## src/rtl/assert_macros.svh

```systemverilog
// ----------------------------------------------------------------------------
// Assertion macros
// Shared wrappers for the concurrent checks in the frame builder RTL.
// ----------------------------------------------------------------------------
`ifndef ASSERT_MACROS_SVH
`define ASSERT_MACROS_SVH

// plain property, sampled on the rising clock edge, off while in reset
`define LPFB_ASSERT(label, clk, rst_n, prop, msg) \
    label: assert property (@(posedge clk) disable iff (!rst_n) (prop)) else $error(msg);

// same-cycle implication
`define LPFB_ASSERT_IMP(label, clk, rst_n, ante, cons, msg) \
    label: assert property (@(posedge clk) disable iff (!rst_n) (ante) |-> (cons)) \
        else $error(msg);

// next-cycle implication
`define LPFB_ASSERT_NXT(label, clk, rst_n, ante, cons, msg) \
    label: assert property (@(posedge clk) disable iff (!rst_n) (ante) |=> (cons)) \
        else $error(msg);

`endif

```

## src/rtl/lpfb_pkg.sv

```systemverilog
// ----------------------------------------------------------------------------
// lpfb_pkg
// Types and constants shared by the frame builder controller and datapath.
// ----------------------------------------------------------------------------
`default_nettype none

package lpfb_pkg;

    localparam int          LPFB_MAX_PAYLOAD = 32;
    localparam logic [7:0]  LPFB_HEADER_RST  = 8'h88;

    typedef enum logic [2:0] {
        ST_COLLECT,
        ST_HDR,
        ST_FUNC,
        ST_LEN,
        ST_RD,
        ST_PAY,
        ST_SUM
    } t_state;

    typedef enum logic [2:0] {
        SEL_HDR,
        SEL_FUNC,
        SEL_LEN,
        SEL_PAY,
        SEL_SUM
    } t_out_sel;

    typedef struct packed {
        logic     item_accept;
        logic     out_load;
        t_out_sel out_sel;
        logic     rd_issue;
        logic     frame_done;
    } t_dp_cmd;

    typedef struct packed {
        logic out_free;
        logic pay_more;
    } t_dp_sts;

endpackage

`default_nettype wire

```

## src/rtl/lpfb_dp.sv

```systemverilog
// ----------------------------------------------------------------------------
// lpfb_dp
// Frame datapath: payload buffer, length and sum accumulation, header
// register and the output beat register.
// ----------------------------------------------------------------------------
`default_nettype none
`include "assert_macros.svh"

module lpfb_dp import lpfb_pkg::*; #(
    parameter int MAX_PAYLOAD = LPFB_MAX_PAYLOAD
) (
    input  wire logic       i_clk,
    input  wire logic       i_rst_n,
    input  wire logic       i_cfg_valid,
    input  wire logic [7:0] i_cfg_data,
    input  wire logic [7:0] i_payload_byte,
    input  wire logic       i_has_byte,
    input  wire logic [7:0] i_function_code,
    input  wire logic       i_out_stall,
    input  wire t_dp_cmd    i_cmd,
    output t_dp_sts         o_sts,
    output logic            o_out_valid,
    output logic [7:0]      o_tx_byte,
    output logic            o_frame_last
);

    localparam int CW = $clog2(MAX_PAYLOAD + 1);
    localparam int AW = (MAX_PAYLOAD > 1) ? $clog2(MAX_PAYLOAD) : 1;

    logic [7:0]    r_mem [MAX_PAYLOAD];
    logic [7:0]    r_rd_data;
    logic [7:0]    r_header;
    logic [7:0]    r_func;
    logic [7:0]    r_sum;
    logic [CW-1:0] r_count;
    logic [CW-1:0] r_rd_idx;
    logic          r_open;
    logic          r_out_valid;
    logic [7:0]    r_out_byte;
    logic          r_out_last;

    logic          wr_en;
    logic          out_free;
    logic [7:0]    n_out_byte;

    assign wr_en    = i_cmd.item_accept && i_has_byte && (r_count < CW'(MAX_PAYLOAD));
    assign out_free = !r_out_valid || !i_out_stall;

    assign o_sts.out_free = out_free;
    assign o_sts.pay_more = (r_rd_idx != r_count);

    always_comb begin
        unique case (i_cmd.out_sel)
            SEL_HDR:  n_out_byte = r_header;
            SEL_FUNC: n_out_byte = r_func;
            SEL_LEN:  n_out_byte = 8'(r_count);
            SEL_PAY:  n_out_byte = r_rd_data;
            SEL_SUM:  n_out_byte = r_header + r_func + 8'(r_count) + r_sum;
            default:  n_out_byte = r_header;
        endcase
    end

    // payload buffer, one write port and one registered read port
    always_ff @(posedge i_clk) begin
        if (wr_en) begin
            r_mem[r_count[AW-1:0]] <= i_payload_byte;
        end
        if (i_cmd.rd_issue) begin
            r_rd_data <= r_mem[r_rd_idx[AW-1:0]];
        end
    end

    always_ff @(posedge i_clk) begin
        if (!i_rst_n) begin
            r_header <= LPFB_HEADER_RST;
            r_func   <= 8'd0;
            r_sum    <= 8'd0;
            r_count  <= '0;
            r_rd_idx <= '0;
            r_open   <= 1'b0;
        end else begin
            if (i_cfg_valid) begin
                r_header <= i_cfg_data;
            end
            if (i_cmd.item_accept) begin
                r_open <= 1'b1;
                if (!r_open) begin
                    r_func <= i_function_code;
                end
            end
            if (wr_en) begin
                r_count <= r_count + CW'(1);
                r_sum   <= r_sum + i_payload_byte;
            end
            if (i_cmd.rd_issue) begin
                r_rd_idx <= r_rd_idx + CW'(1);
            end
            if (i_cmd.frame_done) begin
                r_open   <= 1'b0;
                r_count  <= '0;
                r_sum    <= 8'd0;
                r_rd_idx <= '0;
            end
        end
    end

    // output beat register
    always_ff @(posedge i_clk) begin
        if (!i_rst_n) begin
            r_out_valid <= 1'b0;
        end else if (i_cmd.out_load) begin
            r_out_valid <= 1'b1;
        end else if (!i_out_stall) begin
            r_out_valid <= 1'b0;
        end
    end

    always_ff @(posedge i_clk) begin
        if (i_cmd.out_load) begin
            r_out_byte <= n_out_byte;
            r_out_last <= (i_cmd.out_sel == SEL_SUM);
        end
    end

    assign o_out_valid  = r_out_valid;
    assign o_tx_byte    = r_out_byte;
    assign o_frame_last = r_out_last;

    `LPFB_ASSERT(a_count_bound, i_clk, i_rst_n, r_count <= CW'(MAX_PAYLOAD), "count past buffer")
    `LPFB_ASSERT(a_rd_behind, i_clk, i_rst_n, r_rd_idx <= r_count, "read index past count")
    `LPFB_ASSERT_IMP(a_no_overwrite, i_clk, i_rst_n, i_cmd.out_load, out_free, "beat overwritten")
    `LPFB_ASSERT_NXT(a_frame_clear, i_clk, i_rst_n, i_cmd.frame_done,
        (r_count == '0) && !r_open, "frame state not cleared")

endmodule

`default_nettype wire

```

## src/rtl/lpfb_ctrl.sv

```systemverilog
// ----------------------------------------------------------------------------
// lpfb_ctrl
// Frame sequencer: collects items, then walks header, function, length,
// payload and checksum beats out through the datapath.
// ----------------------------------------------------------------------------
`default_nettype none
`include "assert_macros.svh"

module lpfb_ctrl import lpfb_pkg::*; (
    input  wire logic    i_clk,
    input  wire logic    i_rst_n,
    input  wire logic    i_in_valid,
    input  wire logic    i_payload_last,
    input  wire t_dp_sts i_sts,
    output t_dp_cmd      o_cmd,
    output logic         o_in_stall
);

    t_state r_state;
    t_state n_state;

    always_ff @(posedge i_clk) begin
        if (!i_rst_n) begin
            r_state <= ST_COLLECT;
        end else begin
            r_state <= n_state;
        end
    end

    always_comb begin
        n_state = r_state;
        unique case (r_state)
            ST_COLLECT: if (i_in_valid && i_payload_last) n_state = ST_HDR;
            ST_HDR:     if (i_sts.out_free) n_state = ST_FUNC;
            ST_FUNC:    if (i_sts.out_free) n_state = ST_LEN;
            ST_LEN: begin
                if (i_sts.out_free) n_state = i_sts.pay_more ? ST_RD : ST_SUM;
            end
            ST_RD:      n_state = ST_PAY;
            ST_PAY: begin
                if (i_sts.out_free) n_state = i_sts.pay_more ? ST_RD : ST_SUM;
            end
            ST_SUM:     if (i_sts.out_free) n_state = ST_COLLECT;
            default:    n_state = ST_COLLECT;
        endcase
    end

    always_comb begin
        o_cmd      = '0;
        o_in_stall = 1'b1;
        o_cmd.out_sel = SEL_HDR;
        unique case (r_state)
            ST_COLLECT: begin
                o_in_stall        = 1'b0;
                o_cmd.item_accept = i_in_valid;
            end
            ST_HDR: begin
                o_cmd.out_load = i_sts.out_free;
                o_cmd.out_sel  = SEL_HDR;
            end
            ST_FUNC: begin
                o_cmd.out_load = i_sts.out_free;
                o_cmd.out_sel  = SEL_FUNC;
            end
            ST_LEN: begin
                o_cmd.out_load = i_sts.out_free;
                o_cmd.out_sel  = SEL_LEN;
            end
            ST_RD: begin
                o_cmd.rd_issue = 1'b1;
            end
            ST_PAY: begin
                o_cmd.out_load = i_sts.out_free;
                o_cmd.out_sel  = SEL_PAY;
            end
            ST_SUM: begin
                o_cmd.out_load   = i_sts.out_free;
                o_cmd.out_sel    = SEL_SUM;
                o_cmd.frame_done = i_sts.out_free;
            end
            default: begin
                o_in_stall = 1'b1;
            end
        endcase
    end

    `LPFB_ASSERT_NXT(a_last_starts_emit, i_clk, i_rst_n,
        o_cmd.item_accept && i_payload_last, r_state == ST_HDR, "last item did not start frame")

endmodule

`default_nettype wire

```

## src/rtl/length_prefixed_frame_builder.sv

```systemverilog
// ----------------------------------------------------------------------------
// length_prefixed_frame_builder
// Collects payload bytes and sends a header/function/length/payload/sum frame.
// ----------------------------------------------------------------------------
// Collection takes one item per cycle. Once the item marked last is taken,
// input stalls while the frame goes out: the header, function code and
// length beats, then each payload beat as a buffer read followed by the
// output load, and last the checksum beat. The payload buffer's registered
// read port is why each payload beat needs the separate read step. Bytes
// past MAX_PAYLOAD are dropped and left out of the length and checksum.
// ----------------------------------------------------------------------------
`default_nettype none

module length_prefixed_frame_builder import lpfb_pkg::*; #(
    parameter int MAX_PAYLOAD = LPFB_MAX_PAYLOAD
) (
    input  wire logic       i_clk,
    input  wire logic       i_rst_n,
    input  wire logic       i_cfg_valid,
    output logic            o_cfg_ready,
    input  wire logic [7:0] i_cfg_data,
    input  wire logic       i_in_valid,
    output logic            o_in_stall,
    input  wire logic [7:0] i_payload_byte,
    input  wire logic       i_has_byte,
    input  wire logic [7:0] i_function_code,
    input  wire logic       i_payload_last,
    output logic            o_out_valid,
    input  wire logic       i_out_stall,
    output logic [7:0]      o_tx_byte,
    output logic            o_frame_last
);

    t_dp_cmd cmd;
    t_dp_sts sts;

    assign o_cfg_ready = 1'b1;

    lpfb_ctrl u_ctrl (
        .i_clk          (i_clk),
        .i_rst_n        (i_rst_n),
        .i_in_valid     (i_in_valid),
        .i_payload_last (i_payload_last),
        .i_sts          (sts),
        .o_cmd          (cmd),
        .o_in_stall     (o_in_stall)
    );

    lpfb_dp #(
        .MAX_PAYLOAD (MAX_PAYLOAD)
    ) u_dp (
        .i_clk           (i_clk),
        .i_rst_n         (i_rst_n),
        .i_cfg_valid     (i_cfg_valid),
        .i_cfg_data      (i_cfg_data),
        .i_payload_byte  (i_payload_byte),
        .i_has_byte      (i_has_byte),
        .i_function_code (i_function_code),
        .i_out_stall     (i_out_stall),
        .i_cmd           (cmd),
        .o_sts           (sts),
        .o_out_valid     (o_out_valid),
        .o_tx_byte       (o_tx_byte),
        .o_frame_last    (o_frame_last)
    );

endmodule

`default_nettype wire
```

## config.mk

```make
export PLATFORM = sky130hd
export DESIGN_NAME = length_prefixed_frame_builder
export DESIGN_NICKNAME = d
export VERILOG_FILES = /design/src/rtl/lpfb_pkg.sv /design/src/rtl/lpfb_dp.sv /design/src/rtl/lpfb_ctrl.sv /design/src/rtl/length_prefixed_frame_builder.sv
export VERILOG_INCLUDE_DIRS = /design/src /design/src/rtl
export SDC_FILE = /design/constraint.sdc
export NUM_CORES = 1
export LEC_CHECK = 0
export BUFFER_PORTS_ARGS = -buffer_cell sky130_fd_sc_hd__buf_2
export CAP_MARGIN = 20
export CORE_ASPECT_RATIO = 0.6
export CORE_MARGIN = 8
export CORE_UTILIZATION = 55
export DETAILED_ROUTE_END_ITERATION = 10
export GPL_ROUTABILITY_DRIVEN = 0
export GPL_TIMING_DRIVEN = 0
export PLACE_DENSITY = 0.69
export SLEW_MARGIN = 30
export SYNTH_ARGS = -nofsm -noshare
export SYNTH_HDL_FRONTEND = slang
export SYNTH_SLANG_ARGS = --single-unit
```

## constraint.sdc

```tcl
create_clock -name i_clk -period 4.8 [get_ports i_clk]
set_input_delay 0 -clock i_clk [delete_from_list [all_inputs] [get_ports i_clk]]
set_output_delay 0 -clock i_clk [all_outputs]
set_load 0.005 [all_outputs]
```

Word level (Yosys, flattened, before mapping)

Memory sizes are Yosys's and may differ from the RTL's. A register that Yosys moved wholly into a read port is not among the register bits.
Index checks and enable logic that the tools add are counted.

Register bits: 50
Memory bits (writable): 256
Input bits: 31
Output and inout port bits: 12
Logic and storage cells: 65
Memories: 1

Add/sub/neg operators: 6
Order comparisons: 1
Eq/ne operators: 17
Muxes and demuxes: 17
Bitwise logic cells: 2
Reductions and logical operators: 11

Memory list:

| memory     | words | width | rd ports | clocked after Yosys merged registers in | wr ports | RTL line      | source |
|---|---|---|---|---|---|---|---|
| u_dp.r_mem | 32    | 8     | 1        | 1                                       | 1        | lpfb_dp.sv:30 | `logic [7:0] r_mem [MAX_PAYLOAD];` |

Operator list:

| operator            | number |
|---|---|
| $pmux 8 s4          | 1 |
| $add 8x8->8         | 3 |
| $pmux 4 s5          | 1 |
| $pmux 3 s6          | 1 |
| $mux 3              | 5 |
| $add 6x1->6 const B | 2 |
| $eq 3x2->1 const B  | 4 |
| $eq 3x3->1 const B  | 4 |
| $ne 2x1->1 const B  | 6 |
| $add 8x6->8         | 1 |
| $mux 1              | 8 |
| $eq 3x1->1 const B  | 2 |
| $lt 6x6->1 const B  | 1 |
| $ne 6x6->1          | 1 |
| $reduce_and 5->1    | 1 |
| $reduce_or 2->1     | 2 |
| $logic_and 1x1->1   | 3 |
| $logic_not 3->1     | 1 |
| $logic_not 1->1     | 2 |
| $mux 2              | 1 |
| $not 1->1           | 2 |
| $reduce_and 2->1    | 1 |
| $logic_or 1x1->1    | 1 |

Longest topological paths before layout

Depth after elaboration: 6
Depth in mapped cells: 11
Depth with buffers taken out: 10

By module

Synthesis repeated with hierarchy kept, for this count alone.

Cells, all modules: 908
Area, all modules: 13750.7 um2

Modules (own cells, without submodules):

| module                        | instances | cells an instance | area each (um2) | seq. area each (um2) |
|---|---|---|---|---|
| lpfb_dp                       | 1         | 873               | 13494.2         | 8958.6 |
| lpfb_ctrl                     | 1         | 33                | 245.2           | 60.1 |
| length_prefixed_frame_builder | 1         | 2                 | 11.3            | 0.0 |

Worst setup path before layout

Ideal clock, no wire load.

Path type: register to register
Start: register u_dp.r_count[2]
End: register u_dp.r_out_byte[7], in the netlist u_dp.o_tx_byte[7], data pin
Library setup time: 266 ps
Data arrival time: 2905 ps
Data required time: 4534 ps
Slack: 1629 ps
Cell stages (with the launch flop): 12
Buffers on the path: 1
Period minus slack after synthesis: 3171 ps
Cell sequence: dfxtp_1 -> clkbuf_1 -> inv_1 -> fa_1 -> fa_1 -> inv_1 -> fa_1 -> a211oi_1 -> o21bai_1 -> a21oi_1 -> nor3b_1 -> a211oi_1

Longest elaborated chain between the ends: 3

RTL lines:

| what                     | RTL line       | source |
|---|---|---|
| start: declaration       | lpfb_dp.sv:35  | `logic [CW-1:0] r_count;` |
| start signal: assignment | lpfb_dp.sv:92  | `r_count <= r_count + CW'(1);` |
| $add 8x6->8              | lpfb_dp.sv:58  | `SEL_SUM: n_out_byte = r_header + r_func + 8'(r_count) + r_sum;` |
| $add 8x8->8              | lpfb_dp.sv:58  |  |
| $pmux 8 s4               | lpfb_dp.sv:53  | `unique case (i_cmd.out_sel)` |
| net u_dp.n_out_byte[7]   | lpfb_dp.sv:44  | `logic [7:0] n_out_byte;` |
| end signal: assignment   | lpfb_dp.sv:120 | `r_out_byte <= n_out_byte;` |
| end: declaration         | lpfb_dp.sv:39  | `logic [7:0] r_out_byte;` |

The timed path passes the listed nets, and every way through them passes these cells.
A chain may end at the register's enable or synchronous reset.

Final worst setup path

Start: register u_dp.r_count[3]
End: register u_dp.r_out_byte[7], in the netlist u_dp.o_tx_byte[7], data pin

The elaborated chain is that of the path after synthesis.

==> results by group <==
Global route
  • Largest net degree at the start of global routing: 35
  • First-pass GRT wire length: 47750 um
  • Initial antenna violation count: 1
  • Vias in the first global route: 7595
  • GRT Util Overall: 0.2151
  • Gr ovfl total: 0

STA
  • Slew margin rel.: 0.3813
  • Period utilization: 0.7592
  • Final Critical Period: 3.644 ns
  • Fin Setup TNS: 0 ns
  • RSZ-0062 raised after global routing: false
  • Final Hold Fails: 0
  • Max Freq: 274.4 MHz
  • Clock skew: 0.02378 ns
  • Slew @ Worst Pin: 0.9240 ns
  • Final setup viols: 0
  • Final Slew Violations: 0

Synth
  • Post-synthesis adder-cell area fraction: 0.03902
  • Mapped cell area: 13590 sq um
  • Main flop type after synthesis: edfxtp_1
  • #FFs+latches synth: 314
  • XOR/XNOR share of the synthesized area: 0.01482
  • Seq/Total Area, Yosys: 0.6634
  • Synth area leader: edfxtp_1
  • Post-synth EDFFs: 273
  • Synth cell types: 59
  • Simple-gate share of the synthesized area: 0.06231
  • Main combinational cell family by area after synthesis: multiplexers
  • Post-synthesis compound-gate area fraction: 0.06139
  • Mux contribution to synthesized area: 0.1324
  • Synth Instances: 888
  • Syn Area/Cell: 15.31 sq um
  • Fraction of registers with async set/reset: 0
  • Area fraction of the dominant cell type after synthesis: 0.6030
  • Synth top area cells: edfxtp_1, mux2i_1, dfxtp_1, mux4_2, fa_1
  • Net Count, Synth: 953
  • Synth Warn #: 0

Pwr
  • Worst ir drop on vdd: 0.4221 mV
  • Leakage power: 5.088 nW
  • Cell area power density: 393.8 nW/um^2

Min path
  • Min-delay worst type: in2reg
  • Hold path cells: 3
  • Hold path startpoint: i_cfg_valid
  • WHS Endpoint: u_dp.r_header[2]

Worst setup path
  • CP startpoint: u_dp.r_count[3]
  • Critical path type: reg2reg
  • Reg2reg path depth: 11
  • RR Startpoint: u_dp.r_count[3]
  • Critical path data arrival time: 3.95 ns
  • Slowest-stage cell, CP: fa_1
  • Required time of the worst setup path: 5.11 ns
  • Worst setup EP type: flop
  • Highest net fanout along the worst path: 10
  • Crit-path max cell delay: 0.53 ns
  • Critical path cell sequence: clkbuf_1 > inv_1 > fa_1 > fa_1 > inv_1 > ha_1 > a211oi_1 > o21bai_1 > a21oi_1 > nor3b_1 > a211oi_1
  • Reg-to-Reg End: u_dp.o_tx_byte[7]
  • R2r setup slk: 1.16 ns
  • Worst Setup Start Kind: flop

Run status
  • Status: finished, final reports clean

Route
  • Vias: 7997
  • Vias per Instance: 6.031
  • Drt first pass iters: 5
  • DRC viols: 0
  • Remaining antenna violation count: 0
  • Post-Route WL: 32430 um
  • Starting DRT DRC Count: 1025
  • WL/cell: 24.46 um

Placed design
  • Buffers on Ports: 40
  • Detailed placement HPWL: 22180 um

Clock tree
  • Clock sink count: 314
  • Number of H-tree levels: 1
  • Postcts setup bufs: 0
  • Clock tree from TritonCTS: built
  • CTS buffer count: 28
  • CTS max path bufs: 3
  • Clock latency on the worst-skew pair: 0.58 ns
  • Root Buffer: clkbuf_16
  • Worst-path clk slew: 0.07 ns

Die
  • Die height: 137.8 um
  • Total core area: 24220 sq um
  • DIE AREA: 30170 sq um
  • Die Width: 219.0 um
  • Ports: 43
  • Std cell rows: 44
  • Starting Density: 0.5612

Run
  • Max Cap Violations: 0

Cells and area
  • Growth of design area from synthesis to finish: 13.82%
  • Final #Nets: 1048
  • ANT cells: 0
  • Fill count: 1758
  • Final core utilization: 0.6388
  • Share of layout cells above drive strength 1: 0.1454
-- synth_stat cells (15+ instances only) --
| cell type | instances |
|---|---|
| clkbuf_1 | 23 |
| mux4_2 | 34 |
| nand2_1 | 36 |
| xnor2_1 | 16 |
| ha_1 | 20 |
| nor2_1 | 62 |
| o21ai_0 | 15 |
| edfxtp_1 | 273 |
| mux2i_1 | 101 |
| inv_1 | 40 |
| nor2b_1 | 18 |
| dfxtp_1 | 41 |
| a21oi_1 | 30 |
| a22o_1 | 16 |
-- layer usage --
metal	wire, um	vias to the layer above	part of all wire	GRT usage
li1	-	3565	-	-
met1	15560	4022	0.48	0.3462
met2	12910	371	0.40	0.2851
met3	3470	39	0.11	0.05855
met4	491	0	0.015	0.04099
met5	0	-	0	0
-- power by group --
part	switching (mW)	internal, mW
logic	0.341	0.216
registers	0.0408	3.03
clock network	1.01	1.46
-- worst max-delay path by stage --
stage | to | cells after the start
final | u_dp.o_tx_byte[7] | 11
after CTS | u_dp.o_tx_byte[7] | 11
after floorplan | u_dp.o_tx_byte[7] | 11
after detailed placement | u_dp.o_tx_byte[7] | 11
after global routing | u_dp.o_tx_byte[7] | 11
after global placement | u_dp.o_tx_byte[7] | 11
-- per-stage QoR --
stage	std cells	worst slack, ns	power, mW	cell area, sq um	hold slack (ns)
CTS	1326	1.229	6.116	15470	0.005774
global route	1326	0.9518	6.290	15470	0.01841
floorplan	888	1.629	3.459	13590	0.09887
global placement	1250	1.343	3.647	14200	0.2173
detailed placement	1250	1.237	3.657	14200	0.2283
finish	1326	1.156	6.094	15470	0.01553
-- critical path, delay by kind of cell (launching register included) --
family / cells / cell delay [ns]
fa+ha+maj: 3 / 1.34
compound gates: 4 / 0.79
buf+inv: 3 / 0.70
flops: 1 / 0.30
simple gates: 1 / 0.26
-- cell type report --
cell class	instances	area [sq um]	share of cell area
repair buffers	65	450.4	0.02911
multi-input cells	488	4217	0.2725
flip-flops and latches	314	9019	0.5828
clock inverters	19	310.3	0.02005
plain buffers	46	209.0	0.01350
well taps	322	402.9	0.02604
inverters	40	150.1	0.009703
clock buffers	32	715.7	0.04625
-- cell families after synthesis --
| group | count (synthesis) |
|---|---|
| AOI/OAI and AO/OA | 123 |
| DFF | 314 |
| buffers and inverters | 86 |
| adders and majority gates | 34 |
| other | 1 |
| and+or+nand+nor | 170 |
| xor gates and xnor gates | 23 |
| muxes | 137 |
-- state kept, by name (all words and copies together) (netlist names), 6 cells and up --
register        count
u_dp.r_mem        256
u_dp.r_func         8
u_dp.o_tx_byte      8
u_dp.r_count        6
u_dp.r_header       8
u_dp.r_sum          8
u_dp.r_rd_data      8
u_dp.r_rd_idx       6
-- cell usage in the layout, fill, tap and decap left out, types with 7 or more instances in the layout --
cell type      netlist  final
fa_1                14     14
dlygate4sd3_1        0     25
nand2b_1             7      7
ha_1                20     20
o221ai_1             9      9
nand3_1             12     12
xor2_1               7      7
mux4_2              34     34
a22o_1              16     16
a22oi_1              9      9
a21oi_1             30     30
nor3_1              10     10
buf_2               14     54
edfxtp_1           273    273
mux2i_1            101    101
a211oi_1             8      8
clkbuf_16            0     28
nor2b_1             18     18
inv_1               40     40
a31oi_1             12     12
o21ai_0             15     15
nand2_1             36     36
xnor2_1             16     16
clkbuf_1            23     27
bufinv_16            0      7
dfxtp_1             41     41
nor2_1              62     62
-- what timing repair did --
action / 4_1_cts / 5_1_grt
endpoints found under the hold margin: 28 / 0
resized for setup: 0 / 0
hold buffers: 25 / 0
Note: power is estimated with default switching activity, not from simulation.
